`src/design/tuc_pkg.sv`:
```
`default_nettype none

package tuc_pkg;

    localparam int DEF_ENTRIES   = 64;
    localparam int DEF_ATOM_BITS = 10;

    // fixed field widths on the ports
    localparam int FLD_ATOM_W  = 10;
    localparam int FLD_SLOT_W  = 6;
    localparam int FLD_COUNT_W = 7;
    localparam int IN_DATA_W   = 48;
    localparam int OUT_DATA_W  = 16;

    localparam logic [1:0] CMD_CLEAR = 2'd0;
    localparam logic [1:0] CMD_LOAD  = 2'd1;
    localparam logic [1:0] CMD_MERGE = 2'd2;

    localparam logic [1:0] KIND_PAIR   = 2'd0;
    localparam logic [1:0] KIND_TRIPLE = 2'd1;
    localparam logic [1:0] KIND_QUAD   = 2'd2;
    localparam logic [1:0] KIND_NONE   = 2'd3;

    localparam logic [1:0] ST_STORED  = 2'd0;
    localparam logic [1:0] ST_DUP     = 2'd1;
    localparam logic [1:0] ST_FULL    = 2'd2;
    localparam logic [1:0] ST_CLEARED = 2'd3;

    typedef enum logic [1:0] {
        S_IDLE,
        S_BUSY,
        S_DONE
    } t_state;

    // control bits of the search token that walks the cell chain
    typedef struct packed {
        logic       valid;
        logic       wr;
        logic       found;
        logic [1:0] kind;
    } t_ctl;

endpackage

`default_nettype wire

```
`src/design/tuc_cell.sv`:
```
`default_nettype none

module tuc_cell #(
    parameter int ENTRIES   = tuc_pkg::DEF_ENTRIES,
    parameter int ATOM_BITS = tuc_pkg::DEF_ATOM_BITS,
    parameter int IDX       = 0
) (
    input  wire                                 i_clk,
    input  wire                                 i_rst_n,
    input  wire  tuc_pkg::t_ctl                 i_ctl,
    input  wire  [4*ATOM_BITS-1:0]              i_tup,
    input  wire  [$clog2(ENTRIES+1)-1:0]        i_lod,
    input  wire  [$clog2(ENTRIES+1)-1:0]        i_tot,
    input  wire  [$clog2(ENTRIES)-1:0]          i_slot,
    output tuc_pkg::t_ctl                       o_ctl,
    output logic [4*ATOM_BITS-1:0]              o_tup,
    output logic [$clog2(ENTRIES+1)-1:0]        o_lod,
    output logic [$clog2(ENTRIES+1)-1:0]        o_tot,
    output logic [$clog2(ENTRIES)-1:0]          o_slot
);

    localparam int AW    = ATOM_BITS;
    localparam int CNT_W = $clog2(ENTRIES+1);
    localparam int IDX_W = $clog2(ENTRIES);

    logic [AW-1:0] a, b, c, d;
    logic [AW-1:0] r_p0, r_p1;
    logic [AW-1:0] r_t0, r_t1, r_t2;
    logic [AW-1:0] r_q0, r_q1, r_q2, r_q3;
    logic          match;
    logic          hit;
    logic          wr_here;

    tuc_pkg::t_ctl         r_ctl, n_ctl;
    logic [4*AW-1:0]       r_tup;
    logic [CNT_W-1:0]      r_lod, r_tot;
    logic [IDX_W-1:0]      r_slot, n_slot;

    assign a = i_tup[AW-1:0];
    assign b = i_tup[2*AW-1:AW];
    assign c = i_tup[3*AW-1:2*AW];
    assign d = i_tup[4*AW-1:3*AW];

    always_comb begin
        case (i_ctl.kind)
            tuc_pkg::KIND_PAIR: begin
                match = (a == r_p0 && b == r_p1) || (a == r_p1 && b == r_p0);
            end
            tuc_pkg::KIND_TRIPLE: begin
                match = (b == r_t1) &&
                        ((a == r_t0 && c == r_t2) || (a == r_t2 && c == r_t0));
            end
            tuc_pkg::KIND_QUAD: begin
                match = (a == r_q0 && b == r_q1 && c == r_q2 && d == r_q3) ||
                        (a == r_q3 && b == r_q2 && c == r_q1 && d == r_q0);
            end
            default: begin
                match = 1'b0;
            end
        endcase
    end

    // only first-set entries take part in the search
    assign hit     = i_ctl.valid && !i_ctl.found && (CNT_W'(IDX) < i_lod) && match;
    assign wr_here = i_ctl.valid && i_ctl.wr && !i_ctl.found && (i_tot == CNT_W'(IDX));

    always_comb begin
        n_ctl       = i_ctl;
        n_ctl.found = i_ctl.found | hit;
        n_slot      = hit ? IDX_W'(IDX) : i_slot;
    end

    always_ff @(posedge i_clk) begin
        if (!i_rst_n) begin
            r_ctl <= '0;
        end else begin
            r_ctl <= n_ctl;
        end
    end

    always_ff @(posedge i_clk) begin
        r_tup  <= i_tup;
        r_lod  <= i_lod;
        r_tot  <= i_tot;
        r_slot <= n_slot;
        if (wr_here && i_ctl.kind == tuc_pkg::KIND_PAIR) begin
            r_p0 <= a;
            r_p1 <= b;
        end
        if (wr_here && i_ctl.kind == tuc_pkg::KIND_TRIPLE) begin
            r_t0 <= a;
            r_t1 <= b;
            r_t2 <= c;
        end
        if (wr_here && i_ctl.kind == tuc_pkg::KIND_QUAD) begin
            r_q0 <= a;
            r_q1 <= b;
            r_q2 <= c;
            r_q3 <= d;
        end
    end

    assign o_ctl  = r_ctl;
    assign o_tup  = r_tup;
    assign o_lod  = r_lod;
    assign o_tot  = r_tot;
    assign o_slot = r_slot;

endmodule

`default_nettype wire

```
`config.mk`:
```
export PLATFORM = sky130hd
export DESIGN_NAME = tuc_cell
export DESIGN_NICKNAME = d
export VERILOG_FILES = /design/src/design/tuc_pkg.sv /design/src/design/tuc_cell.sv
export SDC_FILE = /design/constraint.sdc
export NUM_CORES = 1
export LEC_CHECK = 0
export BUFFER_PORTS_ARGS = -buffer_cell sky130_fd_sc_hd__buf_2
export CORE_MARGIN = 2
export CORE_UTILIZATION = 50
export DETAILED_ROUTE_END_ITERATION = 16
export GPL_TIMING_DRIVEN = 0
export PLACE_DENSITY = 0.78
export SLEW_MARGIN = 20
export SYNTH_ARGS = -nofsm -noshare
export SYNTH_HDL_FRONTEND = slang
export SYNTH_SLANG_ARGS = --single-unit
```
`constraint.sdc`:
```
create_clock -name i_clk -period 9.9 [get_ports i_clk]
set_input_delay 1.98 -clock i_clk [delete_from_list [all_inputs] [get_ports i_clk]]
set_output_delay 1.98 -clock i_clk [all_outputs]
set_load 0.005 [all_outputs]
```
==> results.cfg, run 1 <==
[outcome]
status = finished clean

[clock_network]
cts_hold_buf = 0
cts_tree = done
cts_resized = 0
cts_sinks = 155
htreeDepth = 4
clock_latency_ns = 0.43
post_cts_buffers = 0
root_buffer = clkbuf_16
cts_buffers = 17
clk_pin_slew_ns = 0.06
clk_path_buf_depth = 2

[cells_and_area]
drive_above_1_share_pct = 32.2
fin_cells = 768
final_area_um2 = 7790
synthToLayoutAreaGrowth_pct = 24.9
seq_area_um2 = 4000
diodes = 0
multi_input_area_um2 = 2100
nets = 654
n_fill_cell = 935

[floorplan]
io_pins = 132
fp.dieW_um = 116
num_rows = 40
fp.coreArea_um2 = 12100
die_height_um = 116
die-area_um2 = 13400
start_util_pct = 51.5

[power]
ir_worst_vdd_mv = 0.126
powerDensity_nw_per_um2 = 183
p_leak_nw = 2.95

[worst_setup_path]
crit_type = primary input to register
critPathArrivalTime_ns = 4.23
r2r-start = r_p1[3]
cp_max_fo = 7
startpoint_type = primary input
required_ns = 10.17
r2r-end = o_slot[5]
r2r_setup_slack_ns = 7.35
r2r.worst_path.cells = 6
end_kind = register

[sta]
period_share_pct = 40.0
fin_crit_ns = 3.96
rsz0062_at_grt = no
clock_skew_ns = 0.00922
layout_setup_ws_ns = 5.94
setup_violations = 0
relSlewSlack_pct = 39.9
tightestPinTransition_ns = 0.900
final.setup.tns_ns = 0
drv_slew = 0
hold_viol = 0
holdWs_ns = 0.988
fmax_mhz = 252

[global_route]
grt_pass1_vias = 3963
antenna_found_initial = 0
use_met3_pct = 6.01
use_met1_pct = 30.4
grt_max_degree = 17
top_usage_layer = met2
grt_util_met2_pct = 37.3
grt_first_pass_wirelength_um = 22400
grt_overflow_total = 0
grt_usage_pct = 23.6

[synth]
netlist_top_cells_area = edfxtp_1 43%, dfxtp_1 21%, xor2_1 14%, xnor2_1 9.4%, nor4_1 2.7%
synth_top_area_share_pct = 43.3
synthesis.nets = 497
synth_area_per_cell_um2 = 14.5
synth_cell_type_count = 28
synthCells = 430
ys_seq_area_share_pct = 64.2
synth.largest_area_cell = edfxtp_1
ys_ff_latch = 155
synth_area_um2 = 6240
yosys_warnings = 0

[detailed_routing]
drtIter0Drc = 268
routed_via_density = 5.17
route.detailed.wl_per_inst_um = 19.5
drc = 0
drt_wl_total_um = 15000
final_antenna_net_count = 0
dr.pass1.iters = 5
vias = 3970

[placement]
portBuffers = 131
place_inst = 736
place_area_um2 = 7200
pre_cts_slack_ns = 5.40
gp_congestion = 0.962
dp_hpwl_um = 11600

[min_path]
hold-path-cell-count = 4
hp-class = register to register
hold_start = r_t1[6]
worstHoldEndpoint = o_slot[4]

[job]
max_cap_viol_count = 0
## layer usage
layer  wire (um)  vias to the layer above
met5           0                        -
met4         536                        0
met3        1180                       34
met2        7040                      191
met1        6230                     1904
li1            -                     1841
## how the worst max path moves through the flow
stage | from | endpoint | cells past startpoint
3_3_place_gp | i_ctl[2] | r_q0[2] | 5
5_1_grt | i_tup[10] | o_slot[1] | 7
6_report | i_tup[10] | o_slot[5] | 7
3_5_place_dp | i_tup[3] | o_slot[5] | 7
2_1_floorplan | i_tot[1] | r_q0[0] | 3
4_1_cts | i_tup[3] | o_slot[5] | 7
## registers in the layout (all words and copies together) (netlist names), 6 cells and up
name and flops:
r_q1 10, r_p0 10, r_t2 10, o_lod 7
r_q2 10, o_tup 40, r_t1 10, o_slot 6
o_tot 7, r_p1 10, r_q3 10, r_t0 10
r_q0 10
## placed cells by master, fill, tap and decap left out, types with 2 or more instances in the layout
cell type / instances
nand4_1: 20
buf_4: 4
xor2_1: 102
clkinv_2: 2
dfxtp_1: 65
nor4_1: 27
buf_2: 136
xnor2_1: 67
nand3_1: 5
and2_1: 4
nand2b_1: 2
edfxtp_1: 90
inv_4: 4
clkbuf_16: 20
nor4b_1: 6
buf_6: 13
nand2_1: 2
clkbuf_1: 7
nor3_1: 6
## power breakdown
group / internal [mW] / leakage (nW) / total [mW] / switching (mW)
clock: 0.372 / 0.287 / 0.623 / 0.251
sequential: 0.695 / 1.36 / 0.698 / 0.00297
combinational: 0.0449 / 1.31 / 0.101 / 0.0563
total: 1.11 / 2.95 / 1.42 / 0.310
## stage by stage
| step | total power, mW | util [%] |
|---|---|---|
| floorplan | 0.759 | - |
| global placement | 0.811 | 58.6 |
| detailed placement | 0.812 | 59.5 |
| CTS | 1.43 | 64.2 |
| global route | 1.47 | 64.3 |
| finish | 1.42 | 64.3 |
## cell families (layout without fill, tap and decap cells)
logic type | count (synthesis) | after routing | synth area share [%]
XOR/XNOR | 170 | 170 | 24.0
AO/OA/AOI/OAI | 5 | 5 | 1.06
AND/OR/NAND/NOR | 80 | 80 | 8.18
buffers and inverters | 20 | 190 | 2.57
flip-flops | 155 | 155 | 64.2
## final cells by class
type / count / share of cell area (%)
flip-flops and latches: 155 / 51.4
multi-input cells: 255 / 26.9
plain buffers: 20 / 2.06
well taps: 168 / 2.70
clock buffers: 24 / 6.75
repair buffers: 138 / 9.49
clock inverters: 8 / 0.659
## synth_stat cells, drive strengths merged
| master | count |
|---|---|
| a2111oi | 1 |
| a211oi | 1 |
| a221o | 1 |
| and2 | 4 |
| buf | 16 |
| clkbuf | 4 |
| dfxtp | 65 |
| edfxtp | 90 |
| nand2 | 2 |
| nand2b | 2 |
| nand3 | 5 |
| nand4 | 20 |
| nand4b | 1 |
| nor2 | 1 |
| nor3 | 7 |
| nor3b | 2 |
| nor4 | 28 |
| nor4b | 6 |
| o32ai | 1 |
| o41a | 1 |
| or4 | 2 |
| xnor2 | 67 |
| xor2 | 103 |
## worst max-delay path, cell delays in order
cell and delay (ns):
buf_2 0.13, clkbuf_1 0.34, xor2_1 0.13, nor4_1 0.59, nand2_1 0.14, a2111oi_2 0.80
nor4b_1 0.12
Note: power is estimated with default switching activity, not from simulation.
==> run 2: changes to the inputs <==
--- a/config.mk
+++ b/config.mk
@@ -7,10 +7,10 @@
 export LEC_CHECK = 0
 export BUFFER_PORTS_ARGS = -buffer_cell sky130_fd_sc_hd__buf_2
 export CORE_MARGIN = 2
-export CORE_UTILIZATION = 50
+export CORE_UTILIZATION = 49
 export DETAILED_ROUTE_END_ITERATION = 16
 export GPL_TIMING_DRIVEN = 0
-export PLACE_DENSITY = 0.78
+export PLACE_DENSITY = 0.8
 export SLEW_MARGIN = 20
 export SYNTH_ARGS = -nofsm -noshare
 export SYNTH_HDL_FRONTEND = slang
==> constraint.sdc (replaced) <==
create_clock -name i_clk -period 3.3 [get_ports i_clk]
set_input_delay 0.66 -clock i_clk [delete_from_list [all_inputs] [get_ports i_clk]]
set_output_delay 0.66 -clock i_clk [all_outputs]
set_load 0.005 [all_outputs]
==> results.cfg, run 2 (synthesized netlist as in run 1, its figures left out) <==
[outcome]
status = finished clean

[sta]
hold_viol = 0
relSlewSlack_pct = 21.6
clock_skew_ns = 0.00970
period_share_pct = 88.8
layout_setup_ws_ns = 0.370
final.setup.tns_ns = 0
fmax_mhz = 341
drv_slew = 0
fin_crit_ns = 2.93
rsz0062_at_grt = no
setup_violations = 0
tightestPinTransition_ns = 1.17

[global_route]
antenna_found_initial = 0
top_usage_layer = met2
grt_first_pass_wirelength_um = 22900
use_met3_pct = 6.80
grt_overflow_total = 0
grt_max_degree = 17
grt_usage_pct = 24.0
grt_util_met2_pct = 39.6
grt_pass1_vias = 4000
use_met1_pct = 30.1

[power]
ir_worst_vdd_mv = 0.347
p_leak_nw = 2.91
powerDensity_nw_per_um2 = 542

[placement]
gp_congestion = 0.919
dp_hpwl_um = 11700
pre_cts_slack_ns = 0.0525
portBuffers = 131

[clock_network]
clk_path_buf_depth = 2
cts_tree = done
root_buffer = clkbuf_16
clk_pin_slew_ns = 0.06
cts_buffers = 17
cts_resized = 0
clock_latency_ns = 0.43
cts_hold_buf = 0
htreeDepth = 4
post_cts_buffers = 0
cts_sinks = 155

[floorplan]
die_height_um = 117
fp.coreArea_um2 = 12500
die-area_um2 = 13600
fp.dieW_um = 117
start_util_pct = 49.8
num_rows = 41
io_pins = 132

[detailed_routing]
routed_via_density = 5.15
final_antenna_net_count = 0
drt_wl_total_um = 15300
route.detailed.wl_per_inst_um = 19.9
vias = 3974
drc = 0
drtIter0Drc = 228
dr.pass1.iters = 4

[worst_setup_path]
cp_slowest_cell = o32ai_1
critPathArrivalTime_ns = 3.28
path_cells = buf_2 -> clkbuf_1 -> xor2_1 -> nor4_1 -> nand4_1 -> o32ai_1 -> o41a_1
r2r.worst_path.cells = 5
r2r-start = r_q1[7]
cp_num_buf_inv = 2
end_kind = register
startpoint_type = primary input
cp_max_fo = 7
crit_family = compound AO/OA/AOI/OAI gates
r2r_setup_slack_ns = 0.78
r2r-end = o_ctl[2]
cp.depth = 7
cpPeakStageDelay_ns = 0.97
crit_type = primary input to register
required_ns = 3.65

[cells_and_area]
largest_reg_flops = 40
diodes = 0
layout_commonest_cell = buf_2
final_util_pct = 62.1
nets = 653
synthToLayoutAreaGrowth_pct = 24.5
final_cell_mix = 136 x buf_2, 102 x xor2_1, 90 x edfxtp_1
n_fill_cell = 1026
drive_above_1_share_pct = 31.9

[min_path]
hold_start = i_tot[1]
hold-path-cell-count = 1
worstHoldEndpoint = o_tot[1]
hp-class = primary input to register

[job]
max_cap_viol_count = 0
-- run 2: cell count changes in the layout (fill, tap and decap cells not counted), sizes merged --
cell	change
clkinv	+2
inv	-2
clkbuf	-6
clkinvlp	+5
buf	-1
bufinv	+1
-- run 2: cell type report --
cell class | instances | area, um2 | area share, %
clock inverters | 14 | 123 | 1.58
well taps | 172 | 215 | 2.77
repair buffers | 137 | 739 | 9.52
flip-flops and latches | 155 | 4000 | 51.5
plain buffers | 20 | 160 | 2.06
multi-input cells | 255 | 2100 | 27.0
clock buffers | 18 | 429 | 5.53
-- run 2: routing by layer --
metal,vias up,part of all wire [%]
li1,1838,-
met1,1945,42
met2,164,48
met3,27,7.2
met4,0,2.7
met5,-,0
-- run 2: per-stage QoR --
| step | cells | cell area [um2] | power, mW | hold WS [ns] |
|---|---|---|---|---|
| final | 771 | 7770 | 4.21 | 0.351 |
| after floorplan | 430 | 6240 | 2.28 | 0.688 |
| after global routing | 771 | 7770 | 4.35 | 0.327 |
| after CTS | 771 | 7770 | 4.25 | 0.326 |
| after global placement | 733 | 7110 | 2.43 | 0.776 |
| after detailed placement | 739 | 7220 | 2.44 | 0.779 |
-- run 2: where the power goes --
group          switching, mW  internal [mW]  total [mW]
combinational          0.171          0.135       0.306
clock                  0.773           1.03        1.81
sequential           0.00922           2.08        2.09
total                  0.954           3.25        4.21
-- run 2: how the worst max path moves through the flow --
stage | startpoint | to | slack (ns)
6_report | i_tup[3] | o_ctl[2] | 0.37
3_3_place_gp | i_ctl[2] | r_q3[9] | -0.94
3_5_place_dp | i_tup[3] | o_ctl[2] | 0.05
5_1_grt | i_tup[3] | o_ctl[2] | 0.35
4_1_cts | i_tup[3] | o_ctl[2] | 0.50
2_1_floorplan | i_tot[1] | r_q0[0] | 0.15
